File: src/rtl/lmtp_pkg.sv
// Shared types, constants and the LFSR step for the memory test pattern engine.
// No dependencies; used by lmtp_engine and lfsr_memory_test_pattern.
`timescale 1ns / 1ps
`default_nettype none

package lmtp_pkg;

    // Command codes carried in the input item
    localparam logic [1:0] CmdRestart = 2'd0;
    localparam logic [1:0] CmdFill    = 2'd1;
    localparam logic [1:0] CmdCheck   = 2'd2;

    // Configuration register indexes
    localparam logic [1:0] CfgSeed   = 2'd0;
    localparam logic [1:0] CfgLength = 2'd1;
    localparam logic [1:0] CfgBase   = 2'd2;

    localparam logic [31:0] LfsrPoly  = 32'hA000_0001;
    localparam logic [31:0] SeedReset = 32'hFFFF_FFFF;
    localparam logic [15:0] LengthReset = 16'd4096;

    typedef struct packed {
        logic [1:0] cmd;
        logic [7:0] read_byte;
    } t_in_item;

    typedef struct packed {
        logic [7:0]  pattern_byte;
        logic [31:0] byte_address;
        logic        mismatch;
        logic        failed;
        logic [31:0] fail_address;
        logic        done_res;
    } t_out_item;

    // One right shift of the Galois LFSR
    function automatic logic [31:0] lfsr_advance(input logic [31:0] s);
        lfsr_advance = {1'b0, s[31:1]} ^ (s[0] ? LfsrPoly : 32'd0);
    endfunction

endpackage

`default_nettype wire

File: src/rtl/lmtp_engine.sv
// Pattern engine state (LFSR, byte offset, failure record) and the result logic.
// Depends on lmtp_pkg.
`timescale 1ns / 1ps
`default_nettype none

module lmtp_engine #(
    parameter int LENGTH_BITS = 16
) (
    input  wire                       i_clk,
    input  wire                       i_rst_n,
    input  wire                       i_fire,
    input  lmtp_pkg::t_in_item        i_item,
    input  wire  [31:0]               i_seed,
    input  wire  [LENGTH_BITS-1:0]    i_test_length,
    input  wire  [31:0]               i_base_address,
    output lmtp_pkg::t_out_item       o_result
);

    logic [31:0]            r_lfsr;
    logic [LENGTH_BITS-1:0] r_offset;
    logic                   r_fail;
    logic [31:0]            r_fail_addr;
    logic                   r_finished;

    logic [31:0]            n_lfsr;
    logic [LENGTH_BITS-1:0] n_offset;
    logic                   n_fail;
    logic [31:0]            n_fail_addr;
    logic                   n_finished;

    logic                   run_done;
    logic                   is_step;
    logic                   is_restart;
    logic [31:0]            lfsr_step;
    logic [31:0]            step_addr;
    logic [LENGTH_BITS-1:0] offset_inc;
    logic                   step_mis;
    logic                   step_fin;

    always_comb begin
        run_done   = r_finished || (r_offset >= i_test_length);
        is_restart = (i_item.cmd == lmtp_pkg::CmdRestart);
        is_step    = ((i_item.cmd == lmtp_pkg::CmdFill) || (i_item.cmd == lmtp_pkg::CmdCheck))
                     && !run_done;
        lfsr_step  = lmtp_pkg::lfsr_advance(r_lfsr);
        step_addr  = i_base_address + 32'(r_offset);
        offset_inc = r_offset + LENGTH_BITS'(1);
        step_mis   = (i_item.cmd == lmtp_pkg::CmdCheck) && (i_item.read_byte != lfsr_step[7:0]);
        step_fin   = r_finished || step_mis || (offset_inc >= i_test_length);

        n_lfsr      = r_lfsr;
        n_offset    = r_offset;
        n_fail      = r_fail;
        n_fail_addr = r_fail_addr;
        n_finished  = r_finished;

        o_result.pattern_byte = 8'd0;
        o_result.byte_address = 32'd0;
        o_result.mismatch     = 1'b0;
        o_result.failed       = r_fail;
        o_result.fail_address = r_fail_addr;
        o_result.done_res     = run_done;

        if (is_restart) begin
            n_lfsr      = i_seed;
            n_offset    = '0;
            n_fail      = 1'b0;
            n_fail_addr = 32'd0;
            n_finished  = 1'b0;
            o_result.byte_address = i_base_address;
            o_result.failed       = 1'b0;
            o_result.fail_address = 32'd0;
            o_result.done_res     = (i_test_length == '0);
        end else if (is_step) begin
            n_lfsr     = lfsr_step;
            n_offset   = offset_inc;
            n_finished = step_fin;
            if (step_mis) begin
                n_fail      = 1'b1;
                n_fail_addr = step_addr;
            end
            o_result.pattern_byte = lfsr_step[7:0];
            o_result.byte_address = step_addr;
            o_result.mismatch     = step_mis;
            o_result.failed       = n_fail;
            o_result.fail_address = n_fail_addr;
            o_result.done_res     = step_fin;
        end
    end

    always_ff @(posedge i_clk) begin
        if (!i_rst_n) begin
            r_lfsr      <= lmtp_pkg::SeedReset;
            r_offset    <= '0;
            r_fail      <= 1'b0;
            r_fail_addr <= 32'd0;
            r_finished  <= 1'b0;
        end else if (i_fire) begin
            r_lfsr      <= n_lfsr;
            r_offset    <= n_offset;
            r_fail      <= n_fail;
            r_fail_addr <= n_fail_addr;
            r_finished  <= n_finished;
        end
    end

endmodule

`default_nettype wire

File: src/rtl/lfsr_memory_test_pattern.sv
// Items pass the input register, then the result register. One transfer per cycle
// while o_in_stall is low; the LFSR step, offset add and compare are combinational.
// A skid register behind the result register holds one result while the output stalls.
// Reset (synchronous, active low): LFSR all ones, offset and failure record cleared,
// seed 0xFFFFFFFF, length 4096, base 0; no item in flight.
// Depends on lmtp_pkg and lmtp_engine.
`timescale 1ns / 1ps
`default_nettype none

module lfsr_memory_test_pattern #(
    parameter int LENGTH_BITS = 16
) (
    input  wire                  i_clk,
    input  wire                  i_rst_n,
    // input channel
    input  wire                  i_in_valid,
    output logic                 o_in_stall,
    input  lmtp_pkg::t_in_item   i_in_item,
    // output channel
    output logic                 o_out_valid,
    input  wire                  i_out_stall,
    output lmtp_pkg::t_out_item  o_out_item,
    // configuration writes
    input  wire                  i_cfg_wr_en,
    input  wire  [1:0]           i_cfg_index,
    input  wire  [31:0]          i_cfg_data
);

    // The length register keeps only the bits that both its 16-bit field and the
    // offset counter can hold.
    localparam int LenCfgW = (LENGTH_BITS < 16) ? LENGTH_BITS : 16;

    // Configuration registers
    logic [31:0]        r_seed;
    logic [LenCfgW-1:0] r_test_length;
    logic [31:0]        r_base_address;

    // Input register
    logic               r_in_valid;
    lmtp_pkg::t_in_item r_in_item;

    // Result register and skid register
    logic                r_out_valid;
    lmtp_pkg::t_out_item r_out_item;
    logic                r_skid_valid;
    lmtp_pkg::t_out_item r_skid_item;

    logic                in_xfer;
    logic                out_xfer;
    logic                fire;
    logic                out_free;
    lmtp_pkg::t_out_item result;

    // Hold the input only when an item waits in the input register and the
    // skid register is occupied.
    assign o_in_stall  = r_in_valid && r_skid_valid;
    assign in_xfer     = i_in_valid && !o_in_stall;
    assign out_xfer    = r_out_valid && !i_out_stall;
    assign out_free    = out_xfer || !r_out_valid;
    // Evaluate the held item whenever there is somewhere to put its result.
    assign fire        = r_in_valid && !r_skid_valid;
    assign o_out_valid = r_out_valid;
    assign o_out_item  = r_out_item;

    // Configuration decode
    always_ff @(posedge i_clk) begin
        if (!i_rst_n) begin
            r_seed         <= lmtp_pkg::SeedReset;
            r_test_length  <= lmtp_pkg::LengthReset[LenCfgW-1:0];
            r_base_address <= 32'd0;
        end else if (i_cfg_wr_en) begin
            unique case (i_cfg_index)
                lmtp_pkg::CfgSeed:   r_seed         <= i_cfg_data;
                lmtp_pkg::CfgLength: r_test_length  <= i_cfg_data[LenCfgW-1:0];
                lmtp_pkg::CfgBase:   r_base_address <= i_cfg_data;
                default: ;
            endcase
        end
    end

    // Input register: load on transfer, drop once evaluated
    always_ff @(posedge i_clk) begin
        if (!i_rst_n) begin
            r_in_valid <= 1'b0;
        end else if (in_xfer) begin
            r_in_valid <= 1'b1;
        end else if (fire) begin
            r_in_valid <= 1'b0;
        end
    end

    always_ff @(posedge i_clk) begin
        if (in_xfer) begin
            r_in_item <= i_in_item;
        end
    end

    lmtp_engine #(
        .LENGTH_BITS (LENGTH_BITS)
    ) u_engine (
        .i_clk          (i_clk),
        .i_rst_n        (i_rst_n),
        .i_fire         (fire),
        .i_item         (r_in_item),
        .i_seed         (r_seed),
        .i_test_length  (LENGTH_BITS'(r_test_length)),
        .i_base_address (r_base_address),
        .o_result       (result)
    );

    // Result and skid registers: the skid drains first so order is kept.
    always_ff @(posedge i_clk) begin
        if (!i_rst_n) begin
            r_out_valid  <= 1'b0;
            r_skid_valid <= 1'b0;
        end else if (out_free) begin
            if (r_skid_valid) begin
                r_out_valid  <= 1'b1;
                r_skid_valid <= 1'b0;
            end else begin
                r_out_valid <= fire;
            end
        end else if (fire) begin
            r_skid_valid <= 1'b1;
        end
    end

    always_ff @(posedge i_clk) begin
        if (out_free) begin
            if (r_skid_valid) begin
                r_out_item <= r_skid_item;
            end else if (fire) begin
                r_out_item <= result;
            end
        end else if (fire) begin
            r_skid_item <= result;
        end
    end

    // The skid register is only ever filled behind a held result.
    a_skid_behind_out : assert property (@(posedge i_clk) disable iff (!i_rst_n)
        r_skid_valid |-> r_out_valid)
        else $error("skid register occupied while result register empty");

    // A mismatch ends the run and records its own address.
    a_mismatch_latched : assert property (@(posedge i_clk) disable iff (!i_rst_n)
        (o_out_valid && o_out_item.mismatch) |->
            (o_out_item.failed && o_out_item.done_res
             && (o_out_item.fail_address == o_out_item.byte_address)))
        else $error("mismatch result without latched failure");

    // A recorded failure always leaves the engine done.
    a_failed_done : assert property (@(posedge i_clk) disable iff (!i_rst_n)
        (o_out_valid && o_out_item.failed) |-> o_out_item.done_res)
        else $error("failed flag set while engine not done");

endmodule

`default_nettype wire
File: config.mk
export PLATFORM = sky130hd
export DESIGN_NAME = lfsr_memory_test_pattern
export DESIGN_NICKNAME = d
export VERILOG_FILES = /design/src/rtl/lmtp_pkg.sv /design/src/rtl/lmtp_engine.sv /design/src/rtl/lfsr_memory_test_pattern.sv
export SDC_FILE = /design/constraint.sdc
export NUM_CORES = 1
export LEC_CHECK = 0
export ABC_AREA = 1
export ABC_CLOCK_PERIOD_IN_PS = 7800
export BUFFER_PORTS_ARGS = -buffer_cell sky130_fd_sc_hd__buf_2
export CAP_MARGIN = 20
export CORE_MARGIN = 4
export CORE_UTILIZATION = 48
export DETAILED_ROUTE_END_ITERATION = 8
export PLACE_DENSITY = 0.76
export RECOVER_POWER = 50
export SYNTH_ARGS = -nofsm -noshare
export SYNTH_HDL_FRONTEND = slang
export SYNTH_SLANG_ARGS = --single-unit
File: constraint.sdc
create_clock -name i_clk -period 7.8 [get_ports i_clk]
set_input_delay 0.39 -clock i_clk [delete_from_list [all_inputs] [get_ports i_clk]]
set_output_delay 0.39 -clock i_clk [all_outputs]
set_load 0.05 [all_outputs]
==> results of run 1 <==
==> power groups by stage <==
stage,clock network [mW],registers (mW),logic [mW]
floorplan,0,2.00,0.261
global placement,0,1.93,0.457
detailed placement,0,1.93,0.465
CTS,1.64,1.90,0.468
global route,1.71,1.91,0.511
finish,1.61,1.90,0.467
==> cell families after synthesis <==
family / Yosys count
compound gates: 244
xor+xnor: 30
fa+ha+maj: 52
buf+inv: 266
flops: 325
simple gates: 1183
==> critical path, delay by kind of cell, from the launching register on <==
family,cells,cell delay (ns)
buffers and inverters,4,3.30
AND/OR/NAND/NOR,2,0.71
flip-flops,1,0.45
==> routing by layer <==
metal,vias up,track usage,share of wire
met2,574,0.372,0.44
met4,0,0.0530,0.022
met3,79,0.0345,0.082
met1,6594,0.353,0.46
li1,6984,-,-
met5,-,0,0
==> per-stage QoR <==
step | instances | setup slack (ns) | hold WS, ns
after global routing | 2650 | 2.64 | 0.0332
final | 2650 | 2.86 | 0.0436
after global placement | 2584 | 4.57 | 0.441
after detailed placement | 2584 | 4.52 | 0.450
after CTS | 2650 | 4.49 | 0.0229
after floorplan | 2100 | 2.72 | 0.429
==> cells in the mapped netlist, types with 2 or more instances <==
library cell	instances	share of area
ha_1	51	0.040
o22ai_1	25	0.0097
nor3_1	11	0.0034
o21ai_0	86	0.027
or2_2	2	0.00078
o21ai_1	9	0.0028
clkbuf_1	59	0.014
buf_2	23	0.0071
xnor2_1	14	0.0076
nor4_1	3	0.0012
xor2_1	16	0.0087
a21o_1	2	0.00093
edfxtp_1	160	0.30
buf_1	9	0.0021
nand4_1	15	0.0058
nand2_1	877	0.20
nor2_1	95	0.022
dfxtp_1	165	0.21
nand3_1	172	0.053
inv_2	3	0.00070
inv_1	166	0.039
buf_4	6	0.0028
a21oi_1	116	0.036
==> worst max path at each step <==
stage	from	endpoint	slack, ns	depth (start not counted)
after detailed placement	r_in_item[8]	u_engine.r_offset[5]	4.52	7
after floorplan	r_skid_valid	o_out_item[0]	2.72	4
after global placement	r_in_item[9]	u_engine.r_offset[3]	4.57	7
final	r_in_valid	r_skid_item[74]	2.86	6
after CTS	r_in_item[8]	u_engine.r_offset[5]	4.49	7
after global routing	i_rst_n	r_base_address[8]	2.64	4
==> flip-flops by register name, summed over array words and instances, names as in the netlist <==
register              count
u_engine.r_finished       1
r_in_item                10
r_base_address           32
o_out_item               75
u_engine.r_lfsr          32
u_engine.r_fail           1
u_engine.r_fail_addr     32
r_skid_item              75
r_skid_valid              1
r_test_length            16
r_seed                   32
o_out_valid               1
r_in_valid                1
u_engine.r_offset        16
==> final cells by class <==
type | count | area [sq um]
Tap cell | 442 | 553
Clock inverter | 16 | 131
Fill cell | 3152 | 14800
Sequential cell | 325 | 8110
Inverter | 169 | 634
Clock buffer | 50 | 985
Timing Repair Buffer | 139 | 604
Multi-Input combinational cell | 1509 | 6970
==> metrics, run 1 <==
outcome=finished with violations; violated checks=capacitance limit, slew limit; die footprint=0.0366 sq mm; register share of total power=0.478; maximum root-to-sink buffer count=3; Slew @ Worst Pin=3.77 ns; Cell variety after synth=38; NetSw=approximately 1.1 mW; TritonCTS Sinks=325; Synth Area in Compound Gates=0.0791; vias per std cell=5.37; CTS Hold Bufs=0; top_reg_cell synth=dfxtp_1; min Tclk post-route=4.94 ns; FMAX=0.202 GHz; Clock Power Share=0.405; synth warn=0; Ant. Diodes=0; dpl cell area=0.0170 sq mm; Clock Latency Late Sink=0.53 ns; most frequent cells in the layout=nand2_1, nand3_1, inv_1; via count=approximately 14,000; core area=0.0328 sq mm; Internal=approximately 2.9 mW; P&R area growth vs syn=11.7%; H-tree level count=2; Critical R2R Capture=r_skid_item[74]; Root Buffer=clkbuf_16; reg2reg start=r_in_valid; post-synthesis sequential area ratio=0.503; Die X=191 um; Final Skew=0.0150 ns; Wirelength per Cell=approximately 17 um; Synth Area per Inst=7.67 sq um; Initial Util=0.491; Final HPWL DP=30,800 um; VDD IR-drop max=180 uV; CP Max Fanout=70; Hold WC Path Type=in2reg; DRT Pass-1 Iters=8; syn nets=2,201; R2R Setup Slk=2.86 ns; Nets=2,281; port bufs=around 130; Finished Core Util=0.549; Adder-Cell Fraction of Synth Area=0.0408; RSZ-0062 raised after global routing=false; CP max stage delay=about 1.8 ns; drt total wl=44,400 um; WS Path Type=reg2reg; leakage power=8.05 nW; total power=just under 4 mW; antenna viol nets, final=0; total of cells resized after clock tree synthesis=0; hold path cells=1; Worst-path clk slew=0.06 ns; Max-cap violations=8; fin crit share=0.634; vias in the first global route=13,300; global route overflow=0; combinational share of power=0.117; initial antenna violation count=0; most common cell after layout, fill and taps aside=nand2_1; Most Frequent Cell on Critical Path=inv_1; post-CTS setup repair buffer count=0; # IOs=126; Synth Instances=roughly 2,100; main combinational cell family by area after synthesis=simple AND/OR/NAND/NOR gates; PwrDens=221 mW/mm^2; CP endpoint kind=register; first-pass GRT wire length=70,100 um; std cell rows=66; CTS tree=built; share of synthesized registers carrying an async set or reset=0; Remaining DRCs=0; #FFs+latches synth=~330; switching share of total power=0.270; critical path's slowest cell=clkbuf_1; Setup Total Neg Slack=0 ns; XOR/XNOR Fraction of Synth Area=0.0163; Design Area, Final=approximately 0.018 sq mm; Post-synth EDFFs=160; mapped cell area=0.0161 sq mm; Starting DRT DRC Count=1,424; Final Hold Vio Count=0; HP Start=i_in_item[5]; Simple-Gate Fraction of Synth Area=0.295; Num CTS Buffers=36; aggregate global-route resource usage=0.238; Slew headroom=-1.51; worst hold endpoint=r_in_item[5]; Worst Path Required=7.94 ns; startpoint types=register; critical path, cell by cell=inv_1 -> nor2_2 -> clkbuf_1 -> inv_1 -> nor2_1 -> buf_4; largest net degree at the start of global routing=97; placer congestion estimate=0.980; count of final setup violators=0; endpoint arrival time on the critical path=5.09 ns; Die Height=~190 um; pins over their slew limit=392; cell count of the worst reg-to-reg path=6; fraction of synthesized area in multiplexers=0; layout cells sized above 1=0.0512
(Power assumes the default switching activity.)
==> run 2, diff against run 1 <==
--- a/config.mk
+++ b/config.mk
@@ -6,7 +6,7 @@
 export NUM_CORES = 1
 export LEC_CHECK = 0
 export ABC_AREA = 1
-export ABC_CLOCK_PERIOD_IN_PS = 7800
+export ABC_CLOCK_PERIOD_IN_PS = 4600
 export BUFFER_PORTS_ARGS = -buffer_cell sky130_fd_sc_hd__buf_2
 export CAP_MARGIN = 20
 export CORE_MARGIN = 4
==> constraint.sdc (replaced) <==
create_clock -name i_clk -period 4.6 [get_ports i_clk]
set_input_delay 0.23 -clock i_clk [delete_from_list [all_inputs] [get_ports i_clk]]
set_output_delay 0.23 -clock i_clk [all_outputs]
set_load 0.05 [all_outputs]
==> run 2 against run 1 <==
  * The run still ends with capacitance limit, slew limit left
  * Routed wire length is 1.6% higher
  * Combinational power is 73% higher
  * Design area is 2.7% higher
  * Count of clock-buffer cells in the layout is 3 lower
  * Register-to-register slack worse by 2.0 ns
  * Sequential power is 69% higher
  * Sequential share of layout area is 1.2 points lower
  * Worst setup slack worse by 2.0 ns
  * Final cell count is 1.4% higher
  * Power is 76% higher
  * Highest routed layer unchanged
==> metrics, run 2 (synthesis results as in run 1) <==
outcome=finished with violations (unchanged); violated checks=capacitance limit, slew limit (unchanged); CP Max Fanout=37 (was 70); fin crit share=0.811 (was 0.634); Root Buffer=clkbuf_16 (unchanged); vias in the first global route=13,400 (was 13,300); antenna viol nets, final=0 (unchanged); std cell rows=66 (unchanged); total of cells resized after clock tree synthesis=0 (unchanged); layout cells sized above 1=0.0561 (was 0.0512); Wirelength per Cell=16.8 um (about the same); Finished Core Util=0.564 (was 0.549); drt total wl=45,100 um (was 44,400 um); RSZ-0062 raised after global routing=false (unchanged); aggregate global-route resource usage=0.243 (was 0.238); Num CTS Buffers=36 (unchanged); Slew @ Worst Pin=2.46 ns (was 3.77 ns); dpl cell area=0.0171 sq mm (was 0.0170 sq mm); min Tclk post-route=3.73 ns (was 4.94 ns); Final HPWL DP=31,100 um (was 30,800 um); Slew headroom=-0.639 (was -1.51); first-pass GRT wire length=71,200 um (was 70,100 um); startpoint types=register (unchanged); pins over their slew limit=326 (was 392); CTS tree=built (unchanged); Design Area, Final=0.0185 sq mm (was 0.0180 sq mm); Post-Layout Cell Count=2,688 (was 2,650); endpoint arrival time on the critical path=4.02 ns (was 5.09 ns); placer congestion estimate=0.931 (was 0.980); P&R area growth vs syn=14.7% (was 11.7%); fillers=3,146 (was 3,152); CP endpoint kind=register (unchanged); PwrDens=378 mW/mm^2 (was 221 mW/mm^2); DP Cell Count=2,588 (was 2,584); Max-cap violations=6 (was 8); Hold WC Path Type=in2reg (unchanged); post-CTS setup repair buffer count=0 (unchanged); Starting DRT DRC Count=1,429 (was 1,424); Die Height=191 um (unchanged); most frequent cells in the layout=nand2_1, nand3_1, inv_1 (unchanged); global route overflow=0 (unchanged); WS Path Type=reg2reg (unchanged); port bufs=125 (unchanged); DRT Pass-1 Iters=5 (was 8); maximum root-to-sink buffer count=3 (unchanged); FMAX=0.268 GHz (was 0.202 GHz); VDD IR-drop max=318 uV (was 180 uV); core area=0.0328 sq mm (unchanged); Setup Total Neg Slack=0 ns (unchanged); Nets=2,320 (was 2,281); H-tree level count=2 (unchanged); count of final setup violators=0 (unchanged); CTS Hold Bufs=35 (was 0); leakage power=8.28 nW (was 8.05 nW); worst hold margin=0.0134 ns (was 0.0436 ns); via count=14,200 (about the same); # IOs=126 (unchanged); Remaining DRCs=0 (unchanged); largest net degree at the start of global routing=83 (was 97); vias per std cell=5.26 (was 5.37); Final Hold Vio Count=0 (unchanged); Final Skew=0.0192 ns (was 0.0150 ns); Worst-path clk slew=0.06 ns (about the same); Worst Path Required=4.89 ns (was 7.94 ns); Initial Util=0.491 (unchanged); Clock Latency Late Sink=0.53 ns (about the same); initial antenna violation count=0 (unchanged); die footprint=0.0366 sq mm (unchanged); Ant. Diodes=0 (unchanged); Die X=191 um (unchanged); most common cell after layout, fill and taps aside=nand2_1 (unchanged); TritonCTS Sinks=325 (unchanged)
[run 2: cell count changes in the layout (fill, tap and decap cells not counted), moves of 2 or more]
cell and delta:
buf_4 +4, bufinv_16 +3, clkbuf_1 -8, clkbuf_2 +2, clkbuf_8 +2, dlygate4sd3_1 +35
inv_1 -2, inv_2 +2, o21ai_0 +3, o21ai_1 -3
[run 2: layout make-up]
type                    instances  area [sq um]  area share
inverters                     169           634      0.0343
multi-input cells            1509          6960       0.377
well taps                     442           553      0.0299
clock inverters                18           206      0.0112
flip-flops and latches        325          8110       0.439
repair buffers                178          1000      0.0542
clock buffers                  47          1010      0.0549
[run 2: per-stage QoR]
stage               power, mW  worst slack [ns]
detailed placement       4.07              1.37
CTS                      7.04              1.35
finish                   6.99             0.869
global placement         4.05              1.39
floorplan                3.83            0.0110
global route             7.25             0.497
[run 2: worst paths after layout]
| path | startpoint | to | slack, ns | depth (start not counted) |
|---|---|---|---|---|
| max | u_engine.r_offset[7] | u_engine.r_lfsr[9] | 0.87 | 13 |
| min reg2reg | u_engine.r_fail | u_engine.r_fail | 0.45 | 2 |
| min | i_cfg_data[7] | r_seed[7] | 0.01 | 3 |
| max reg2reg | u_engine.r_offset[7] | u_engine.r_lfsr[9] | 0.87 | 13 |
[run 2: power by group]
group / total [mW] / internal [mW] / switching (mW)
Clock: 2.96 / 1.79 / 1.17
Combinational: 0.809 / 0.214 / 0.594
Sequential: 3.22 / 3.16 / 0.0612
Total: 6.99 / 5.16 / 1.83
[run 2: critical path, cell delays in order, from the launching register on]
cell and delay (ns):
dfxtp_1 0.40, ha_1 0.34, nand2_1 0.07, nor2_1 0.13
nor3b_1 0.27, nand2_1 0.11, nand4_1 0.23, nor2_1 0.11
nor2_2 0.10, clkbuf_1 1.11, nor2_2 0.10, buf_4 0.33
nand2_1 0.12, nand3_1 0.07
[run 2: per-layer routing]
metal	up-vias	share of wire	GRT usage
met3	68	0.075	0.0369
met5	-	0	0
met1	6516	0.45	0.349
li1	7043	-	-
met4	0	0.021	0.0552
met2	523	0.45	0.390
